[src/rtl/cfd_pkg.sv]
// Shared constants, opcodes and controller/datapath interface types for the complex FIR decimator.
package cfd_pkg;

   localparam int TAPS    = 64;
   localparam int TAP_W   = $clog2(TAPS);
   localparam int SMP_W   = 16;
   localparam int COEF_W  = 18;
   localparam int PROD_W  = SMP_W + COEF_W;
   localparam int ACC_W   = PROD_W + TAP_W;
   localparam int DEC_W   = 7;
   localparam int PHASE_W = 6;
   localparam int DEC_MAX = 64;
   localparam int POWER_W = 31;

   localparam int REQ_DATA_W = 56;
   localparam int REQ_USER_W = 2;
   localparam int RSP_DATA_W = 64;

   localparam logic [REQ_USER_W-1:0] OP_PUSH  = 2'd0;
   localparam logic [REQ_USER_W-1:0] OP_COEF  = 2'd1;
   localparam logic [REQ_USER_W-1:0] OP_CLEAR = 2'd2;

   typedef logic [TAP_W-1:0] tap_type;

   typedef struct packed {
      logic    push;
      logic    coef_wr;
      logic    clear;
      logic    acc_clear;
      logic    issue;
      tap_type tap;
      logic    round;
      logic    square;
      logic    load_out;
   } dp_cmd_type;

   typedef struct packed {
      logic out_free;
   } dp_sts_type;

endpackage

[src/rtl/cfd_controller.sv]
// Controller: request decode, decimation phase, tap sequencing and result hand-off.
module cfd_controller
   import cfd_pkg::*;
(
   input  logic                  clock,
   input  logic                  reset,
   input  logic                  req_tvalid,
   output logic                  req_tready,
   input  logic [REQ_USER_W-1:0] req_tuser,
   input  logic                  csr_valid,
   output logic                  csr_ready,
   input  logic [DEC_W-1:0]      csr_data,
   output dp_cmd_type            cmd,
   input  dp_sts_type            sts
);

   typedef enum logic [2:0] {
      ST_IDLE,
      ST_MAC,
      ST_DRAIN,
      ST_ROUND,
      ST_SQUARE,
      ST_FINISH
   } state_type;

   state_type          state_ff;
   tap_type            tap_ff;
   logic               drain_ff;
   logic [PHASE_W-1:0] phase_ff;
   logic [DEC_W-1:0]   dec_ff;

   logic             accept;
   logic [DEC_W-1:0] dec_eff;
   logic [DEC_W-1:0] phase_nx;
   logic             emit;

   assign req_tready = (state_ff == ST_IDLE);
   assign csr_ready  = 1'b1;
   assign accept     = req_tvalid && req_tready;

   always_comb begin
      if (dec_ff == '0) begin
         dec_eff = DEC_W'(1);
      end else if (dec_ff > DEC_W'(DEC_MAX)) begin
         dec_eff = DEC_W'(DEC_MAX);
      end else begin
         dec_eff = dec_ff;
      end
   end

   assign phase_nx = DEC_W'(phase_ff) + 1'b1;
   assign emit     = (phase_nx >= dec_eff);

   always_comb begin
      cmd           = '0;
      cmd.tap       = tap_ff;
      cmd.issue     = (state_ff == ST_MAC);
      cmd.round     = (state_ff == ST_ROUND);
      cmd.square    = (state_ff == ST_SQUARE);
      cmd.load_out  = (state_ff == ST_FINISH) && sts.out_free;
      if (accept) begin
         unique case (req_tuser)
            OP_PUSH: begin
               cmd.push      = 1'b1;
               cmd.acc_clear = emit;
            end
            OP_COEF:  cmd.coef_wr = 1'b1;
            OP_CLEAR: cmd.clear   = 1'b1;
            default:  ;
         endcase
      end
   end

   always_ff @(posedge clock) begin
      if (reset) begin
         state_ff <= ST_IDLE;
         tap_ff   <= '0;
         drain_ff <= 1'b0;
         phase_ff <= '0;
         dec_ff   <= DEC_W'(1);
      end else begin
         if (csr_valid) begin
            dec_ff <= csr_data;
         end
         unique case (state_ff)
            ST_IDLE: begin
               if (accept) begin
                  unique case (req_tuser)
                     OP_PUSH: begin
                        if (emit) begin
                           phase_ff <= '0;
                           tap_ff   <= '0;
                           state_ff <= ST_MAC;
                        end else begin
                           phase_ff <= PHASE_W'(phase_nx);
                        end
                     end
                     OP_CLEAR: phase_ff <= '0;
                     default:  ;
                  endcase
               end
            end
            ST_MAC: begin
               tap_ff <= tap_ff + 1'b1;
               if (tap_ff == TAP_W'(TAPS - 1)) begin
                  drain_ff <= 1'b0;
                  state_ff <= ST_DRAIN;
               end
            end
            ST_DRAIN: begin
               drain_ff <= 1'b1;
               if (drain_ff) begin
                  state_ff <= ST_ROUND;
               end
            end
            ST_ROUND:  state_ff <= ST_SQUARE;
            ST_SQUARE: state_ff <= ST_FINISH;
            ST_FINISH: begin
               if (sts.out_free) begin
                  state_ff <= ST_IDLE;
               end
            end
            default: state_ff <= ST_IDLE;
         endcase
      end
   end

endmodule

[config.mk]
export PLATFORM = sky130hd
export DESIGN_NAME = cfd_controller
export DESIGN_NICKNAME = d
export VERILOG_FILES = /design/src/rtl/cfd_pkg.sv /design/src/rtl/cfd_controller.sv
export SDC_FILE = /design/constraint.sdc
export NUM_CORES = 1
export LEC_CHECK = 0
export BUFFER_PORTS_ARGS = -buffer_cell sky130_fd_sc_hd__buf_2
export CAP_MARGIN = 25
export CORE_MARGIN = 5
export CORE_UTILIZATION = 35
export CTS_CLUSTER_DIAMETER = 200
export CTS_CLUSTER_SIZE = 30
export DETAILED_ROUTE_END_ITERATION = 12
export GPL_ROUTABILITY_DRIVEN = 0
export PLACE_DENSITY_LB_ADDON = 0.05
export SLEW_MARGIN = 10
export SYNTH_ARGS = -nofsm -noshare
export SYNTH_HDL_FRONTEND = slang
export SYNTH_SLANG_ARGS = --single-unit
[constraint.sdc]
create_clock -name clock -period 5.4 [get_ports clock]
set_input_delay 0.27 -clock clock [delete_from_list [all_inputs] [get_ports clock]]
set_output_delay 0.27 -clock clock [all_outputs]
set_load 0.01 [all_outputs]
==> metrics.yaml, run 1 <==
arrival_ns: 2.61
grt_pass1_vias: 1301
grt-busiest-layer: "met2"
synth_seq_cells: 23
dieHeight_um: 74.20
path_max_fanout: 9
min_period_ns: 2.875
slew_viol_final: 0
fin_worst_skew_ns: 0.009016
reg2regPathDepth: 9
hpwlAfterDp_um: 2615
cp_num_buf_inv: 1
ctsHtreeMaxLevel: 1
grt_use_total_pct: 13.54
setup_viol_count_final: 0
layout.nets: 227
areaGrowthSynthToFinish_pct: 13.79
grt_start_max_net_pins: 30
outcome: "finished, final reports clean"
drcViolationCount: 0
path_cells: "ha_1 -> nand3_1 -> xnor2_1 -> ha_1 -> a211o_1 -> o211ai_1 -> o311a_1 -> nor3_1 -> buf_2"
finalWirelength_um: 3511
wire_per_inst_um: 13.88
ys.flop_type: "dfxtp_1"
cts_tree: "built"
clockBufferDepth: 2
end_kind: "output pin"
syn_nets: 203
antenna_cells: 0
cpLargestDelayFamily: "compound AO/OA/AOI/OAI gates"
avgSynthCellArea_sq_um: 8.015
p_per_area_mw_per_mm2: 208.6
insertion_delay_ns: 0.27
antenna_found_initial: 0
synth_cell_types: 46
initial_utilization_pct: 36.07
reg2reg_setup_slack_ns: 2.82
p_total_w: 0.0003424
grt_use_met2_pct: 23.82
drv_cap: 0
drive_above_1_share_pct: 19.21
overflow: 0
drt-initial-drc-count: 77
num_vias: 1352
dp_cells: 249
synth_edf_count: 0
grt_pass1_wl_um: 5947
cts_root_buf: "clkbuf_8"
start_kind: "flop"
worst-setup-path-type: "flop to output pin"
pin_count: 30
drt-vias-per-instance: 5.344
max_freq_mhz: 347.8
fin_ws_ns: 2.525
dieArea_sq_mm: 0.005506
cp_common_cell: "ha_1"
syn_area_sq_mm: 0.001443
hold_path_class: "input pin to flop"
first_pass_iters: 4
cts_buffers: 3
worstPathRequired_ns: 5.13
io_buffers: 28
whs_endpoint: "dec_ff[0]"
r2r-start: "phase_ff[0]"
yosysSeqAreaShare_pct: 31.92
hold_viol: 0
peakVddDrop_uv: 109.4
p_leak_nw: 0.6880
met3_usage_pct: 2.973
hold_ws_ns: 0.2021
path_clk_slew_ns: 0.08
max_stage_delay_ns: 0.43
postRouteAntennaNets: 0
rows: 23
post_cts_buffers: 0
crit_slowest_cell: "o311a_1"
clock_sinks: 23
worst_pin_slew_ns: 0.5199
synth-async-reset-ratio_pct: 0
min_path_cells: 2
die_w_um: 74.20
syn_inst: 180
place_ws_ns: 2.817
ctsHoldBuffers: 0
reg2reg_to: "tap_ff[3]"
post-route-period-util_pct: 53.24
relSlewSlack_pct: 65.34
core_sq_mm: 0.004000
rsz0062_at_grt: "no"
tns_ns: 0
final_cells: 253
yosys_warnings: 0
grtUsageMet1_pct: 16.87
cts_resized: 0
hp-start: "csr_data[0]"
## worst max path at each step
stage	start	end	slack, ns	cells past startpoint
2_1_floorplan	phase_ff[0]	cmd[10]	3.10	8
3_3_place_gp	phase_ff[0]	cmd[10]	2.89	9
3_5_place_dp	phase_ff[0]	cmd[10]	2.82	9
4_1_cts	phase_ff[0]	cmd[10]	2.52	9
5_1_grt	phase_ff[0]	cmd[10]	2.29	9
6_report	phase_ff[0]	cmd[10]	2.52	9
## where the power goes
part	internal [W]	switching (W)
combinational	0.0000205	0.0000305
sequential	0.000174	0.00000526
clock	0.0000516	0.0000603
## final cells by class
type	instances	area (sq um)
inverter	6	22.52
timing repair buffer	28	140.1
sequential	23	460.4
clock buffer	3	41.29
clock inverter	1	5.005
tap	50	62.56
fill	416	2359
multi-input combinational	142	909.6
## cell usage in the layout (no fill, tap or decap), types with 2 or more instances in the layout
master    instances
nand2_1          18
nor2_1           25
a21oi_1          11
and2_1            2
nor2b_1           2
a21oi_2           2
o21ai_0           6
inv_1             5
ha_1              9
nand3_1           6
nand4_1           3
and3_1            4
xnor2_1           2
nor3b_1           2
mux2i_1           8
dfxtp_1          23
clkbuf_8          3
nand2b_1          4
nor3_1            7
a211o_1           3
a31oi_1           2
xor2_1            2
buf_2            28
a211oi_1          3
o211ai_1          4
## Yosys cell counts (all sizes together) (3+ instances only)
library cell | number | area share (%)
o211ai | 4 | 2.1
mux2i | 8 | 5.6
buf | 5 | 2.4
dfxtp | 23 | 32
clkbuf | 4 | 1.0
and3 | 4 | 1.7
nand3 | 6 | 2.1
ha | 9 | 7.8
a211oi | 3 | 1.6
nor2 | 26 | 7.3
o21ai | 6 | 2.1
nand2 | 18 | 4.7
a211o | 3 | 1.8
a21oi | 13 | 5.0
nor3 | 7 | 2.4
nand4 | 3 | 1.3
inv | 6 | 1.6
nand2b | 4 | 1.7
## flip-flops by register name, indices dropped and copies added, names as in the netlist
signal	cells
dec_ff	7
phase_ff	6
tap_ff	6
state_ff	3
drain_ff	1
## stage by stage
| step | cell area (sq um) | util (%) |
|---|---|---|
| 3_5_place_dp | 1595 | 39.88 |
| 4_1_cts | 1642 | 41.04 |
| 5_1_grt | 1642 | 41.04 |
| 2_1_floorplan | 1443 | - |
| 3_3_place_gp | 1595 | 39.88 |
| 6_report | 1642 | 41.04 |
## routing by layer
| layer | vias to the layer above | wire length (um) |
|---|---|---|
| li1 | 682 | - |
| met1 | 640 | 1548 |
| met2 | 26 | 1756 |
| met3 | 4 | 177 |
| met4 | 0 | 29 |
| met5 | - | 0 |
## worst reg2reg max path, stage by stage, from the launching register on
cell	delay [ns]
dfxtp_1	0.40
ha_1	0.24
nand3_1	0.17
xnor2_1	0.17
ha_1	0.32
a211o_1	0.27
o211ai_1	0.11
o311a_1	0.43
a21oi_2	0.16
o311ai_1	0.23
## cell families (layout without fill, tap and decap cells)
| group | Yosys count | after routing | synth area share (%) |
|---|---|---|---|
| compound gates | 37 | 37 | 17.52 |
| xor+xnor | 4 | 4 | 2.429 |
| fa+ha+maj | 9 | 9 | 7.806 |
| buf+inv | 15 | 38 | 5.029 |
| flops | 23 | 23 | 31.92 |
| mux | 9 | 9 | 6.591 |
| other cells | 1 | 1 | 0.2599 |
| simple gates | 82 | 82 | 28.45 |
No activity file was read; power rests on OpenSTA's default activity.
==> inputs of run 2 (changes only) <==
--- a/config.mk
+++ b/config.mk
@@ -5,6 +5,7 @@
 export SDC_FILE = /design/constraint.sdc
 export NUM_CORES = 1
 export LEC_CHECK = 0
+export ABC_AREA = 1
 export BUFFER_PORTS_ARGS = -buffer_cell sky130_fd_sc_hd__buf_2
 export CAP_MARGIN = 25
 export CORE_MARGIN = 5
==> constraint.sdc (replaced) <==
create_clock -name clock -period 2.9 [get_ports clock]
set_input_delay 0.145 -clock clock [delete_from_list [all_inputs] [get_ports clock]]
set_output_delay 0.145 -clock clock [all_outputs]
set_load 0.01 [all_outputs]
==> run 2 against run 1 <==
Against the previous run: non-clock buffer count stayed put; critical path depth is 3 higher; largest power group unchanged; die area is 0.59% lower; sequential share of layout area is 0.19 points lower; first-iteration DRC count is 31% lower; synthesized cell count is 17% higher.
==> metrics.yaml, run 2 <==
ctsHtreeMaxLevel: 1
layout.nets: 263
ys.flop_type: "dfxtp_1"
setup_viol_count_final: 0
core_sq_mm: 0.003971
grt_use_total_pct: 11.99
grt_pass1_wl_um: 5126
min_period_ns: 2.410
slew_viol_final: 0
p_per_area_mw_per_mm2: 394.0
path_cells: "nand3_1 -> nor2_1 -> nand2_1 -> xor2_1 -> inv_1 -> ha_1 -> nand2_1 -> nor2_1 -> nand2_1 -> and2_2 -> nor3_1 -> buf_2"
wire_per_inst_um: 10.82
clockBufferDepth: 2
largest_reg_flops: 7
worst-setup-path-type: "flop to output pin"
outcome: "finished, final reports clean"
crit_slowest_cell: "dfxtp_1"
p_leak_nw: 0.8378
dieArea_sq_mm: 0.005473
rsz0062_at_grt: "no"
register_area_sq_um: 460.4
drt-vias-per-instance: 4.498
first_pass_iters: 4
synth.area.top_cells: "dfxtp_1 32%, nand2_1 12%, inv_1 8.1%, ha_1 7.9%, nor2_1 6.0%"
path_clk_slew_ns: 0.08
io_buffers: 28
cp_common_cell: "nand2_1"
syn_inst: 210
pin_count: 30
drive_above_1_share_pct: 18.83
areaGrowthSynthToFinish_pct: 15.37
avgSynthCellArea_sq_um: 6.822
grt_start_max_net_pins: 15
netlist_top_cells_count: "47 x nand2_1, 31 x inv_1, 23 x dfxtp_1, 23 x nor2_1, 17 x a21oi_1"
initial_utilization_pct: 36.07
synth_most_common_cell: "nand2_1"
layout_commonest_cell: "nand2_1"
synth-async-reset-ratio_pct: 0
max_freq_mhz: 414.9
max_stage_delay_ns: 0.38
cts_buffers: 3
cts_tree: "built"
num_vias: 1300
cts_root_buf: "clkbuf_8"
worstPathRequired_ns: 2.76
yosysTopAreaCellShare_pct: 32.14
rows: 23
clock_sinks: 23
top_regs: "dec_ff (7), phase_ff (6), tap_ff (6)"
finalWirelength_um: 3126
top_register: "dec_ff"
syn_area_sq_mm: 0.001433
drt-initial-drc-count: 53
cts_resized: 0
synth_edf_count: 0
path_max_fanout: 6
antenna_found_initial: 0
end_kind: "output pin"
final_cell_mix: "47 x nand2_1, 31 x inv_1, 28 x buf_2, 23 x nor2_1, 23 x dfxtp_1"
fillers: 435
insertion_delay_ns: 0.26
syn_nets: 233
yosys_warnings: 0
hold_viol: 0
multiInputGateArea_sq_um: 817.0
grt_pass1_vias: 1136
hold_path_class: "input pin to flop"
post-route-period-util_pct: 83.11
fin_worst_skew_ns: 0.003861
die_w_um: 73.98
hpwlAfterDp_um: 2502
yosysSeqAreaShare_pct: 32.14
synth_top_area_cell: "dfxtp_1"
drcViolationCount: 0
overflow: 0
tns_ns: 0
ctsHoldBuffers: 0
dieHeight_um: 73.98
arrival_ns: 2.27
peakVddDrop_uv: 230.7
post_cts_buffers: 0
synth_seq_cells: 23
synth_cell_types: 31
hold_ws_ns: 0.08596
drv_cap: 0
start_kind: "flop"
antenna_cells: 0
postRouteAntennaNets: 0
[run 2: cell count changes in the layout (fill, tap and decap cells not counted), moves of 6 or more]
cell,before,now
mux2i_1,8,0
a21oi_1,11,17
nand3_1,6,14
nand2_1,18,47
inv_1,5,31
[run 2: per-stage QoR]
step | worst slack, ns | util (%) | instance area (sq um) | instances | power (W)
detailed placement | 0.7702 | 40.49 | 1608 | 285 | 0.0004552
finish | 0.4897 | 41.62 | 1653 | 289 | 0.0006512
global route | 0.2733 | 41.62 | 1653 | 289 | 0.0006926
CTS | 0.4698 | 41.62 | 1653 | 289 | 0.0006620
global placement | 0.8145 | 40.49 | 1608 | 285 | 0.0004555
floorplan | 0.8563 | - | 1433 | 210 | 0.0004266
[run 2: power by group]
part	leakage, nW	switching (W)	internal [W]
Combinational	0.628	0.0000707	0.0000399
Sequential	0.187	0.00000867	0.000326
Clock	0.0228	0.000108	0.0000981
[run 2: logic make-up after synthesis]
logic type | after synthesis | share of synthesized area (%)
fa+ha+maj | 9 | 7.860
simple gates | 107 | 35.98
compound gates | 29 | 10.48
flops | 23 | 32.14
other cells | 1 | 0.2618
xor+xnor | 4 | 2.445
buf+inv | 37 | 10.83
[run 2: layout make-up]
| type | instances | area share [%] |
|---|---|---|
| timing repair buffer | 28 | 8.478 |
| inverter | 34 | 7.721 |
| multi-input combinational | 150 | 49.43 |
| tap | 50 | 3.785 |
| clock buffer | 4 | 2.725 |
| sequential | 23 | 27.86 |
[run 2: layer usage]
layer / routed length (um) / GRT usage [%] / vias to the layer above
li1: - / - / 728
met1: 1683 / 17.52 / 544
met2: 1288 / 18.01 / 24
met3: 121 / 2.432 / 4
met4: 33 / 3.018 / 0
met5: 0 / 0 / -
[run 2: path summary, 6_finish.rpt]
path                            slack [ns]  cells after the start     endpoint         from
worst max-delay path                  0.49                     12      cmd[10]  phase_ff[2]
worst min-delay path                  0.09                      3    dec_ff[0]  csr_data[0]
worst max register to register        0.80                     14  phase_ff[5]  phase_ff[2]
worst min register to register        0.46                      2     drain_ff     drain_ff
[run 2: worst max-delay path, delay by kind of cell, from the launching register on]
kind | cells | cell delay (ns)
and+or+nand+nor | 8 | 0.92
DFF | 1 | 0.38
adders and majority gates | 1 | 0.28
buffers and inverters | 2 | 0.23
xor gates and xnor gates | 1 | 0.20
==> inputs of run 3 (changes only) <==
==> constraint.sdc (replaced) <==
create_clock -name clock -period 2.4 [get_ports clock]
set_input_delay 0.12 -clock clock [delete_from_list [all_inputs] [get_ports clock]]
set_output_delay 0.12 -clock clock [all_outputs]
set_load 0.01 [all_outputs]
==> run 3 against run 2 <==
Against the previous run: global-route usage increased by 0.51 points; cell area increased by 4.5%; worst setup slack got worse by 0.27 ns; critical path depth decreased by 1; flip-flop and latch count unchanged; via count increased by 2.3%; wire length increased by 3.6%; largest power group unchanged.
==> metrics.yaml, run 3 (synthesis gave the netlist of run 2 again) <==
p_leak_nw: 0.8555
cts_root_buf: "clkbuf_8"
max_stage_delay_ns: 0.37
fin_ws_ns: 0.2175
outcome: "finished, final reports clean"
min_path_cells: 3
reg2reg_setup_slack_ns: 0.35
crit_slowest_cell: "dfxtp_4"
num_vias: 1330
reg2reg_to: "phase_ff[5]"
dieHeight_um: 73.98
die_w_um: 73.98
cp_common_cell: "nand2_1"
place_ws_ns: 0.2913
startpoint: "phase_ff[0]"
p_per_area_mw_per_mm2: 465.1
io_buffers: 28
rows: 23
p_total_w: 0.0008037
arrival_ns: 2.06
path_cells: "ha_4 -> nand3_2 -> xor2_1 -> inv_1 -> ha_1 -> nand2_1 -> nor2_1 -> nand2_1 -> and2_4 -> nor3_2 -> buf_2"
fillers: 441
post-route-period-util_pct: 90.94
largest_reg_flops: 7
drv_cap: 0
hold_path_class: "input pin to flop"
start_kind: "flop"
hold_ws_ns: 0.05961
r2r-start: "phase_ff[2]"
core_sq_mm: 0.003971
hpwlAfterDp_um: 2512
areaGrowthSynthToFinish_pct: 20.61
worst-setup-path-type: "flop to output pin"
peakVddDrop_uv: 420.9
fin_area_sq_mm: 0.001728
ctsHtreeMaxLevel: 1
worstPathRequired_ns: 2.28
end_kind: "output pin"
drt-vias-per-instance: 4.555
rsz0062_at_grt: "no"
wire_per_inst_um: 11.10
postRouteAntennaNets: 0
drive_above_1_share_pct: 24.38
setup_viol_count_final: 0
insertion_delay_ns: 0.27
min_period_ns: 2.182
cts_tree: "built"
drt-initial-drc-count: 47
pin_count: 30
tns_ns: 0
top_regs: "dec_ff (7), phase_ff (6), tap_ff (6)"
path_max_fanout: 4
layout_commonest_cell: "nand2_1"
antenna_cells: 0
drcViolationCount: 0
clockBufferDepth: 2
cts_buffers: 3
grt_start_max_net_pins: 15
max_freq_mhz: 458.2
initial_utilization_pct: 36.07
first_pass_iters: 4
placed_cell_area_sq_mm: 0.001608
overflow: 0
grt_pass1_vias: 1198
slew_viol_final: 0
fin_worst_skew_ns: 0.003538
reg2regPathDepth: 15
endpoint: "cmd[10]"
dieArea_sq_mm: 0.005473
top_register: "dec_ff"
grt_pass1_wl_um: 5375
path_clk_slew_ns: 0.09
clock_sinks: 23
antenna_found_initial: 0
hold_viol: 0
layout.nets: 266
final_cell_mix: "46 x nand2_1, 31 x inv_1, 28 x buf_2, 23 x nor2_1, 19 x dfxtp_1"
finalWirelength_um: 3240
grt_use_total_pct: 12.51
ctsHoldBuffers: 0
==> run 3: timing repair <==
action / 4_1_cts / 5_1_grt
resized for setup: 3 / 11
pin swaps: 0 / 2
setup endpoints to repair: 1 / 1
setup buffers: 0 / 3
==> run 3: power by group <==
group | switching [W] | leakage, nW | total (W) | internal (W)
Combinational | 0.0000881 | 0.644 | 0.000143 | 0.0000548
Sequential | 0.0000114 | 0.190 | 0.000404 | 0.000393
Clock | 0.000139 | 0.0217 | 0.000257 | 0.000118
Total | 0.000239 | 0.855 | 0.000804 | 0.000565
==> run 3: final cells by class <==
type	count	area (sq um)	area share [%]
Multi-Input combinational cell	150	855.8	49.53
Tap cell	50	62.56	3.621
Inverter	34	127.6	7.386
Timing Repair Buffer	31	162.7	9.413
Clock inverter	1	7.507	0.4345
Sequential cell	23	470.5	27.23
Clock buffer	3	41.29	2.390
==> run 3: worst max-delay path, delay by kind of cell (launching register included) <==
family / cells / cell delay (ns)
buffers and inverters: 2 / 0.23
DFF: 1 / 0.37
adders and majority gates: 2 / 0.46
and+or+nand+nor: 6 / 0.59
xor gates and xnor gates: 1 / 0.14
==> run 3: how the worst min path moves through the flow <==
stage | start | endpoint
after floorplan | reset | drain_ff
after global placement | csr_data[0] | dec_ff[0]
after detailed placement | csr_data[0] | dec_ff[0]
after CTS | csr_data[0] | dec_ff[0]
after global routing | csr_data[1] | dec_ff[1]
final | csr_data[0] | dec_ff[0]
==> run 3: layer usage <==
| layer | wire [um] | global-route usage (%) | up-vias |
|---|---|---|---|
| met2 | 1415 | 19.29 | 27 |
| met1 | 1626 | 17.36 | 566 |
| met5 | 0 | 0 | - |
| met4 | 29 | 3.018 | 0 |
| li1 | - | - | 732 |
| met3 | 168 | 3.378 | 5 |
==> run 3: stage by stage <==
step                      instances  utilization [%]
after floorplan                 210                -
after global placement          285            40.49
after detailed placement        285            40.49
after CTS                       289            41.97
after global routing            292            43.51
final                           292            43.51
